## src/impq_pkg.sv

```systemverilog
// ----------------------------------------------------------------------------
// impq_pkg: shared types and constants of the indexed minimum priority queue
// Beat layouts, status codes and the cell control group.
// ----------------------------------------------------------------------------
package impq_pkg;

    localparam int QUEUE_DEPTH_DEF = 64;
    localparam int WEIGHT_BITS_DEF = 32;

    // request codes
    localparam logic REQ_PUSH = 1'b0;
    localparam logic REQ_POP  = 1'b1;

    // status codes
    localparam logic [2:0] ST_INSERTED = 3'd0;
    localparam logic [2:0] ST_UPDATED  = 3'd1;
    localparam logic [2:0] ST_KEPT     = 3'd2;
    localparam logic [2:0] ST_FULL     = 3'd3;
    localparam logic [2:0] ST_POPPED   = 3'd4;
    localparam logic [2:0] ST_EMPTY    = 3'd5;

    typedef struct packed {
        logic        req_type;
        logic [15:0] node_key;
        logic [31:0] path_weight;
        logic [31:0] edge_length;
        logic [15:0] prev_node;
        logic [15:0] via_edge;
    } req_beat_t;

    typedef struct packed {
        logic [2:0]  status;
        logic [15:0] out_node;
        logic [31:0] out_weight;
        logic [31:0] out_length;
        logic [15:0] out_prev;
        logic [15:0] out_edge;
    } rsp_beat_t;

    // per-cell control
    typedef struct packed {
        logic load;       // take a fresh entry
        logic take_next;  // take the neighbour's entry
        logic update;     // replace weight, predecessor and edge
    } cell_ctrl_t;

endpackage

```

## src/impq_cell.sv

```systemverilog
// ----------------------------------------------------------------------------
// impq_cell: one queue slot
// Holds one entry; loads a fresh one, takes its neighbour's or updates it.
// ----------------------------------------------------------------------------
module impq_cell #(
    parameter int WEIGHT_BITS = impq_pkg::WEIGHT_BITS_DEF
) (
    input  logic                   clk,
    input  impq_pkg::cell_ctrl_t   ctrl,
    input  logic [15:0]            new_key,
    input  logic [WEIGHT_BITS-1:0] new_weight,
    input  logic [31:0]            new_length,
    input  logic [15:0]            new_prev,
    input  logic [15:0]            new_via,
    input  logic [15:0]            nxt_key,
    input  logic [WEIGHT_BITS-1:0] nxt_weight,
    input  logic [31:0]            nxt_length,
    input  logic [15:0]            nxt_prev,
    input  logic [15:0]            nxt_via,
    output logic [15:0]            key,
    output logic [WEIGHT_BITS-1:0] weight,
    output logic [31:0]            length,
    output logic [15:0]            prev,
    output logic [15:0]            via
);
    import impq_pkg::*;

    logic [15:0]            key_reg;
    logic [WEIGHT_BITS-1:0] weight_reg;
    logic [31:0]            length_reg;
    logic [15:0]            prev_reg;
    logic [15:0]            via_reg;

    // load, shift from neighbour or update in place
    always_ff @(posedge clk)
    begin
        if (ctrl.load)
        begin
            key_reg    <= new_key;
            weight_reg <= new_weight;
            length_reg <= new_length;
            prev_reg   <= new_prev;
            via_reg    <= new_via;
        end
        else if (ctrl.take_next)
        begin
            key_reg    <= nxt_key;
            weight_reg <= nxt_weight;
            length_reg <= nxt_length;
            prev_reg   <= nxt_prev;
            via_reg    <= nxt_via;
        end
        else if (ctrl.update)
        begin
            weight_reg <= new_weight;
            prev_reg   <= new_prev;
            via_reg    <= new_via;
        end
    end

    assign key    = key_reg;
    assign weight = weight_reg;
    assign length = length_reg;
    assign prev   = prev_reg;
    assign via    = via_reg;

endmodule

```

## config.mk

```make
export PLATFORM = sky130hd
export DESIGN_NAME = impq_cell
export DESIGN_NICKNAME = d
export VERILOG_FILES = /design/src/impq_pkg.sv /design/src/impq_cell.sv
export SDC_FILE = /design/constraint.sdc
export NUM_CORES = 1
export LEC_CHECK = 0
export BUFFER_PORTS_ARGS = -buffer_cell sky130_fd_sc_hd__buf_2
export CELL_PAD_IN_SITES_DETAIL_PLACEMENT = 0
export CELL_PAD_IN_SITES_GLOBAL_PLACEMENT = 2
export CORE_ASPECT_RATIO = 0.5
export CORE_MARGIN = 1
export CORE_UTILIZATION = 27
export DETAILED_ROUTE_END_ITERATION = 7
export PLACE_DENSITY = 0.88
export REMOVE_ABC_BUFFERS = 1
export SLEW_MARGIN = 0
export SYNTH_ARGS = -nofsm -noshare
export SYNTH_HDL_FRONTEND = slang
export SYNTH_SLANG_ARGS = --single-unit
```

## constraint.sdc

```tcl
create_clock -name clk -period 3.35 [get_ports clk]
set_clock_uncertainty 0.15 [all_clocks]
set_input_delay 0.67 -clock clk [delete_from_list [all_inputs] [get_ports clk]]
set_output_delay 0.67 -clock clk [all_outputs]
set_load 0.02 [all_outputs]
```

Word level (Yosys, flattened, before mapping)
Cells that the tools add are included.
Storage, ports and cells
  register bits: 112
  input port bits: 228
  output and inout port bits: 112
  word-level logic and storage cells: 20
Operators by class
  muxes and demuxes: 13
  reduce and logical (&&, ||, !) cells: 2
Operators by type and width (count)
  32-bit 2-to-1 mux: 5
  16-bit 2-to-1 mux: 8
  3-bit nonzero test: 1
  2-bit nonzero test: 1

Longest topological paths before layout
Gate-level depths: netlist (run 1).
  word-level depth: 3
  gate-level depth with buffers: 5
  gate-level depth less buffers: 2

Worst setup path before layout (run 1)
OpenSTA, ideal clock, no wires.
  kind: input-to-reg
  start: input ctrl[2] in the netlist's numbering
  end: register prev_reg[0], in the netlist prev[0] (enable)
  library setup time: 0.425 ns
  arrival time: 2.417 ns
  required time: 2.775 ns
  slack: 0.358 ns
  cell stages on the path: 3
  cells stage by stage: buf_6 > buf_2 > or3_1
Between the ends
  cells in the longest elaborated chain, start to end: 1
RTL lines
  from (decl): line impq_cell.sv:9  | input impq_pkg::cell_ctrl_t ctrl,
  3-bit nonzero test (no line)
  to (signal assigned): line impq_cell.sv:42  | prev_reg <= new_prev;
  to (signal assigned): line impq_cell.sv:50  | prev_reg <= nxt_prev;
  to (signal assigned): line impq_cell.sv:56  | prev_reg <= new_prev;
  to (decl): line impq_cell.sv:31  | logic [15:0] prev_reg;
No other way between the ends.
A chain may end at the register's enable or synchronous reset.

Final worst setup path (run 1)
  start: input ctrl[2] in the netlist's numbering
  end: register weight_reg[24], in the netlist weight[24] (enable)
Between the ends
  cells in the longest elaborated chain, start to end: 1
RTL lines
  3-bit nonzero test (no line)
  to (signal assigned): line impq_cell.sv:40  | weight_reg <= new_weight;
  to (signal assigned): line impq_cell.sv:48  | weight_reg <= nxt_weight;
  to (signal assigned): line impq_cell.sv:55  | weight_reg <= new_weight;
  to (decl): line impq_cell.sv:29  | logic [WEIGHT_BITS-1:0] weight_reg;
No other way between the ends.

==> flow_summary.ini, run 1 <==
[clock_network]
cts_buffers = 9
post_cts_resized = 0
htree_levels = 3
cts_tree = done
cts.sinks = 112
post_cts_buffers = 0
cts.root.buffer_cell = clkbuf_16
cts.clk_slew.worst_paths_ps = 70
cts_hold_buf = 0
clock_path_buffers = 2

[grt]
first_global_vias = 3393
grt_pass1_wl_mm = 18.76
antenna_found_initial = 0
grt_max_degree = 65
track_usage = 0.1313
gr-total-overflow = 0

[setup_path]
cp-start-kind = input pin
crit_fanout = 64
path_class = in2reg
required_ps = 3170
arrival_ps = 1890
endpoint_kind = register

[timing]
slew_headroom = 0.4510
rsz0062_at_grt = false
finalSetupViolCount = 0
fin_crit_ps = 2077
hold_violations = 0
timing.fmax_mhz = 481.6
fin_crit_sh = 0.6199
timing.setup.tns_ps = 0
worst_pin_slew_ps = 823.5
slew_violations = 0

[power]
power_density_nw_per_um2 = 511.1
switching_share = 0.2368
pwr-share-clk = 0.339
peakVddDrop_mv = 0.2405
p_seq_frac = 0.471
switchingPower_uw = 879.0
combPwrFrac = 0.189
p_int_mw = 2.833
power.leakage_nw = 3.345

[routing]
wl_met2_mm = 7.035
via_count = 3357
wirelength_met1_mm = 5.071
vias_per_cell = 4.104
routedWlPerCell_um = 15.57
dr.max_layer_used = met4
met3WireLength_um = 602
drc = 0
antenna_left = 0
drt_pass1_iterations = 6
drt_iter0_markers = 124
wl_mm = 12.74

[placement]
gp_routability_congestion = 0.7743
port_buffers = 339

[floorplanning]
core_area_um2 = 17820
dieArea_um2 = 19280
ios = 340
die_width_um = 195.4
fp.dieH_um = 98.68
initial_core_util = 0.2832
rows = 34

[flow_run]
maxCapViolCount = 0

[cells_and_area]
nNetsFinal = 810
drive_above_1_share = 0.8082
syn_to_final_growth_pct = 43.88
final_core_util = 0.4074
antenna_cells = 0

[yosys]
synthCells = 240
yosysWarnings = 0
netlist_area_um2 = 5047
yosysUniqueCellTypes = 10
syn_avg_cell_area_um2 = 21.03
yosysSeqAreaShare = 0.6663
synth_seq_cells = 112

[status]
status = finished, final reports clean

[hold_path]
worstHoldPathType = in2reg
-- logic make-up after synthesis --
group                  after synthesis  synth area share
multiplexers                       112            0.2945
flip-flops                         112            0.6663
buffers and inverters               13           0.03396
AND/OR/NAND/NOR                      3          0.005207
-- cell usage after synthesis --
cell type  number  area (µm²)
buf_2           5       25.02
nor2b_4         1       13.76
edfxtp_1      112        3363
mux2_4         60       900.9
mux2_2         52       585.6
or3_1           1       6.260
buf_6           1       11.26
or2_2           1       6.260
buf_12          6       120.1
buf_8           1       15.01
-- per-stage QoR --
stage               instances  hold WS, ps  total power [mW]  setup WS, ps  area (µm²)
detailed placement        805        823.4             2.497         902.9        6917
finish                    818        470.9             3.712          1273        7262
global route              818        445.8             3.871          1163        7262
CTS                       818        452.8             3.766          1269        7262
floorplan                 227        737.5             2.171         340.2        4876
global placement          805        820.6             2.483         901.7        6917
-- layout make-up --
class / count / area, µm²
Sequential cell: 112 / 3363
Tap cell: 234 / 292.8
Fill cell: 1697 / 10560
Clock inverter: 4 / 120.1
Clock buffer: 9 / 225.2
Multi-Input combinational cell: 115 / 1514
Timing Repair Buffer: 344 / 1747
-- power groups by stage --
| stage | clock network (mW) | registers [mW] | logic, mW |
|---|---|---|---|
| 2_1_floorplan | 0 | 1.99 | 0.182 |
| 3_3_place_gp | 0 | 1.78 | 0.706 |
| 3_5_place_dp | 0 | 1.78 | 0.714 |
| 4_1_cts | 1.30 | 1.75 | 0.715 |
| 5_1_grt | 1.36 | 1.77 | 0.747 |
| 6_report | 1.26 | 1.75 | 0.703 |
-- cell usage in the layout, fill, tap and decap left out --
cell,count
or2_2,1
or3_2,1
nor2b_4,1
mux2_2,52
buf_12,1
edfxtp_1,112
buf_2,339
bufinv_16,4
buf_4,4
clkbuf_16,9
mux2_4,60
-- per-layer routing --
| layer | up-vias | track usage |
|---|---|---|
| met5 | - | 0 |
| met4 | 0 | 0.03150 |
| li1 | 1623 | - |
| met1 | 1619 | 0.1524 |
| met2 | 110 | 0.2407 |
| met3 | 5 | 0.03628 |
-- critical path: stages --
cell   delay, ps
buf_2        340
or3_2        200
buf_4        640
-- final timing paths --
kind / from / endpoint / slack (ps) / depth (start not counted)
worst max-delay path: ctrl[2] / weight[24]$_DFFE_PP_ / 1270 / 3
worst min-delay path: nxt_weight[11] / weight[11]$_DFFE_PP_ / 470 / 2
(Power assumes the default switching activity.)
==> inputs of run 2 (changes only) <==
--- a/config.mk
+++ b/config.mk
@@ -5,14 +5,15 @@
 export SDC_FILE = /design/constraint.sdc
 export NUM_CORES = 1
 export LEC_CHECK = 0
+export ABC_AREA = 1
 export BUFFER_PORTS_ARGS = -buffer_cell sky130_fd_sc_hd__buf_2
 export CELL_PAD_IN_SITES_DETAIL_PLACEMENT = 0
 export CELL_PAD_IN_SITES_GLOBAL_PLACEMENT = 2
 export CORE_ASPECT_RATIO = 0.5
 export CORE_MARGIN = 1
-export CORE_UTILIZATION = 27
+export CORE_UTILIZATION = 20
 export DETAILED_ROUTE_END_ITERATION = 7
-export PLACE_DENSITY = 0.88
+export PLACE_DENSITY = 0.82
 export REMOVE_ABC_BUFFERS = 1
 export SLEW_MARGIN = 0
 export SYNTH_ARGS = -nofsm -noshare
==> constraint.sdc (replaced) <==
create_clock -name clk -period 1.9 [get_ports clk]
set_clock_uncertainty 0.15 [all_clocks]
set_input_delay 0.38 -clock clk [delete_from_list [all_inputs] [get_ports clk]]
set_output_delay 0.38 -clock clk [all_outputs]
set_load 0.02 [all_outputs]
==> flow_summary.ini, run 2 <==
[placement]
gp_routability_congestion = 0.8222
dp_hpwl_mm = 13.34
postPlaceCellArea_um2 = 6973
port_buffers = 339

[yosys]
async_flop_share = 0
yosys.cell_count.top_type = nand2_1
yosysWarnings = 0
netlist_area_um2 = 4903
synth_top_area_frac = 0.6859
yosysUniqueCellTypes = 11
synth_area_leaders = edfxtp_1 (69%), nand2_1 (21%), nand3_1 (6.5%)
synth-main-ff-cell = edfxtp_1
yosys.area.top_type = edfxtp_1
synth_edf_count = 112
yosys-top-cells-count = nand2_1 (273), edfxtp_1 (112), nand3_1 (64)
syn_avg_cell_area_um2 = 10.13
yosysSeqAreaShare = 0.6859
synth_seq_cells = 112
synthCells = 484

[setup_path]
max_stage_delay_ps = 440
arrival_ps = 1010
cp.depth = 1
path_class = reg2out
endpoint_kind = primary output
path_cells = buf_2
required_ps = 1370
crit_fanout = 1
cp-start-kind = register
critPathTopFamily = flip-flops
crit_slowest_cell = edfxtp_1
path_buf_inv = 1

[clock_network]
cts_tree = done
cts_buffers = 9
clock_path_buffers = 2
post_cts_resized = 0
post_cts_buffers = 0
cts.sinks = 112
cts.root.buffer_cell = clkbuf_16
cts_hold_buf = 0
cts.clk_slew.worst_paths_ps = 80
htree_levels = 3

[floorplanning]
dieArea_um2 = 25190
fp.dieH_um = 112.7
ios = 340
die_width_um = 223.4
initial_core_util = 0.2041
rows = 40
core_area_um2 = 24020

[routing]
met3WireLength_um = 773
routedWlPerCell_um = 15.29
vias_per_cell = 4.064
wl_mm = 17.40
wl_met2_mm = 9.273
dr.max_layer_used = met4
drc = 1
wirelength_met1_mm = 6.941
antenna_left = 0
drt_pass1_iterations = 7
drt_iter0_markers = 290
via_count = 4625

[status]
status = finished with violations
violations = DRC

[grt]
track_usage = 0.1363
grt_pass1_wl_mm = 25.79
gr-total-overflow = 0
first_global_vias = 4491
grt_max_degree = 41
antenna_found_initial = 0

[cells_and_area]
nNetsFinal = 1046
layout_commonest_cell = buf_2
drive_above_1_share = 0.4544
syn_to_final_growth_pct = 48.38
final_core_util = 0.3029
design_area_um2 = 7276
antenna_cells = 0
fill_cells = 2558
final_cell_mix = buf_2 (339), nand2_1 (272), edfxtp_1 (112)

[power]
power_density_nw_per_um2 = 874.4
power.leakage_nw = 3.732
peakVddDrop_mv = 0.3325

[timing]
hold_violations = 0
rsz0062_at_grt = false
slew_violations = 0
fin_crit_sh = 0.8085
fin_crit_ps = 1536
worst_pin_slew_ps = 445.9
slew_headroom = 0.7028
finalSetupViolCount = 0
timing.fmax_mhz = 651.0

[flow_run]
maxCapViolCount = 0

[hold_path]
whs_path_depth = 3
worstHoldPathType = in2reg
==> run 2: cells by family after synthesis <==
kind of cell	share of synthesized area
flip-flops	0.6859
buffers and inverters	0.03649
AND/OR/NAND/NOR	0.2776
==> run 2: layout make-up <==
type	count	area [µm²]	area share
clock buffer	9	225.2	0.03095
clock inverter	7	77.57	0.01066
inverter	1	5.005	0.0006879
multi-input combinational	340	1364	0.1874
sequential	112	3363	0.4623
tap	315	394.1	0.05417
timing repair buffer	354	1847	0.2538
==> run 2: metrics by stage <==
| step | setup WS [ps] | hold slack [ps] | power [mW] | TNS (ps) | instances |
|---|---|---|---|---|---|
| 2_1_floorplan | -1619 | 408.6 | 3.755 | -159780 | 453 |
| 3_3_place_gp | 201.3 | 492.7 | 4.411 | 0 | 1122 |
| 3_5_place_dp | 221.9 | 496.2 | 4.425 | 0 | 1122 |
| 4_1_cts | 338.7 | 91.06 | 6.485 | 0 | 1138 |
| 5_1_grt | 330.4 | 102.0 | 6.673 | 0 | 1138 |
| 6_report | 363.9 | 120.5 | 6.362 | 0 | 1138 |
==> run 2: routing by layer <==
layer  vias to the layer above  global-route usage
met5                         -                   0
met4                         0             0.05251
met3                        24             0.03142
met2                       134              0.2447
met1                      2192              0.1589
li1                       2275                   -
==> run 2: worst paths after layout <==
| kind | startpoint | slack, ps | endpoint |
|---|---|---|---|
| setup / recovery | via[15]$_DFFE_PP_ | 360 | via[15] |
| hold / removal | nxt_length[21] | 120 | length[21]$_DFFE_PP_ |
==> run 2: power by group <==
part / total [mW] / switching, mW / internal (mW)
Combinational: 1.25 / 0.798 / 0.453
Clock: 2.01 / 0.975 / 1.04
Sequential: 3.10 / 0.0686 / 3.03
Total: 6.36 / 1.84 / 4.52
==> inputs of run 3 (changes only) <==
==> constraint.sdc (replaced) <==
create_clock -name clk -period 1.4 [get_ports clk]
set_clock_uncertainty 0.15 [all_clocks]
set_input_delay 0.28 -clock clk [delete_from_list [all_inputs] [get_ports clk]]
set_output_delay 0.28 -clock clk [all_outputs]
set_load 0.02 [all_outputs]
==> flow_summary.ini, run 3 (synthesized netlist as in run 2, its figures left out) <==
[status]
status = finished with violations
violations = DRC, setup timing

[floorplanning]
dieArea_um2 = 25190
fp.dieH_um = 112.7
die_width_um = 223.4
rows = 40
initial_core_util = 0.2041
ios = 340
core_area_um2 = 24020

[setup_path]
critPathTopFamily = flip-flops
path_buf_inv = 1
max_stage_delay_ps = 440
crit_slowest_cell = edfxtp_1
required_ps = 970
path_cells = buf_6
path_class = reg2out
endpoint_kind = primary output
arrival_ps = 970
cp-start-kind = register
crit_fanout = 1

[cells_and_area]
syn_to_final_growth_pct = 52.62
ff_latch_area_um2 = 3363
multi_input_area_um2 = 1364
final_cell_mix = buf_2 (334), nand2_1 (272), edfxtp_1 (112)
fill_cells = 2574
fin_cells = 1150
nNetsFinal = 1057
layout_commonest_cell = buf_2
design_area_um2 = 7483
drive_above_1_share = 0.4508

[timing]
timing.setup.tns_ps = -0.8684
slew_violations = 0
worst_pin_slew_ps = 453.2
fin_crit_sh = 1.001
fin_ws_ps = -0.8684
fin_crit_ps = 1401
hold_violations = 0
finalSetupViolCount = 1
timing.fmax_mhz = 713.8
rsz0062_at_grt = true
slew_headroom = 0.6979

[routing]
dr.max_layer_used = met4
via_count = 4648
routedWlPerCell_um = 15.21
wl_met2_mm = 9.243
drt_pass1_iterations = 6
vias_per_cell = 4.042
drc = 1
wirelength_met1_mm = 7.014
drt_iter0_markers = 290
met3WireLength_um = 731
wl_mm = 17.49
antenna_left = 0

[placement]
dp.cells = 1125
dp_hpwl_mm = 13.77
postPlaceCellArea_um2 = 7033
gp_routability_congestion = 0.8375
post-place-ws_ps = -155.9
port_buffers = 339

[clock_network]
cts.sinks = 112
htree_levels = 3
clock_path_buffers = 2
cts_buffers = 9
cts.clk_slew.worst_paths_ps = 70
cts.root.buffer_cell = clkbuf_16
cts_tree = done
post_cts_buffers = 0

[grt]
first_global_vias = 4529
grt_pass1_wl_mm = 25.76
gr-total-overflow = 0
antenna_found_initial = 1
track_usage = 0.1371
grt_max_degree = 41

[power]
power_mw = 8.952
power_density_nw_per_um2 = 1196
power.leakage_nw = 3.820
peakVddDrop_mv = 0.4464

[flow_run]
maxCapViolCount = 0

[hold_path]
worstHoldPathType = in2reg
==> run 3: cell count changes in the layout (fill, tap and decap cells not counted), moves of 2 or more <==
cell,previous run,this run
dlygate4sd3_1,0,8
buf_2,339,334
buf_6,0,5
buf_12,3,6
inv_6,3,0
bufinv_16,1,3
==> run 3: layout make-up <==
type	count	share of cell area
sequential	112	0.4494
timing repair buffer	365	0.2697
multi-input combinational	340	0.1822
tap	315	0.05267
clock buffer	10	0.03060
clock inverter	6	0.01438
inverter	1	0.0006688
antenna	1	0.0003344
==> run 3: tightest hold or removal path, cell delays in order <==
cell and delay [ps]:
buf_2 70, nand2_1 40, nand2_1 40
==> run 3: where the power goes <==
group	internal, mW	switching (mW)	leakage [nW]
clock network	1.75	1.24	0.162
registers	4.11	0.0995	1.17
logic	0.665	1.09	2.49
==> run 3: worst paths after layout <==
path	start	end	slack (ps)	cells after the start
setup / recovery	via[15]$_DFFE_PP_	via[15]	-0.9	1
hold / removal	new_prev[3]	prev[3]$_DFFE_PP_	30	3
==> run 3: metal layers <==
metal	vias to the layer above	global-route usage
met4	0	0.05662
met2	127	0.2442
met1	2195	0.1590
li1	2295	-
met5	-	0
met3	31	0.03298
==> run 3: repair_timing <==
| action | in CTS | in global routing |
|---|---|---|
| hold buffers | 8 | 0 |
| resized for setup | 5 | 5 |
| endpoints found under the hold margin | 8 | 0 |
| setup endpoints to repair | 3 | 5 |
==> run 3: through the flow <==
stage	hold slack, ps	utilization
floorplan	308.6	-
global placement	394.3	0.2928
detailed placement	398.9	0.2928
CTS	0.4484	0.3107
global route	10.86	0.3115
finish	29.13	0.3115
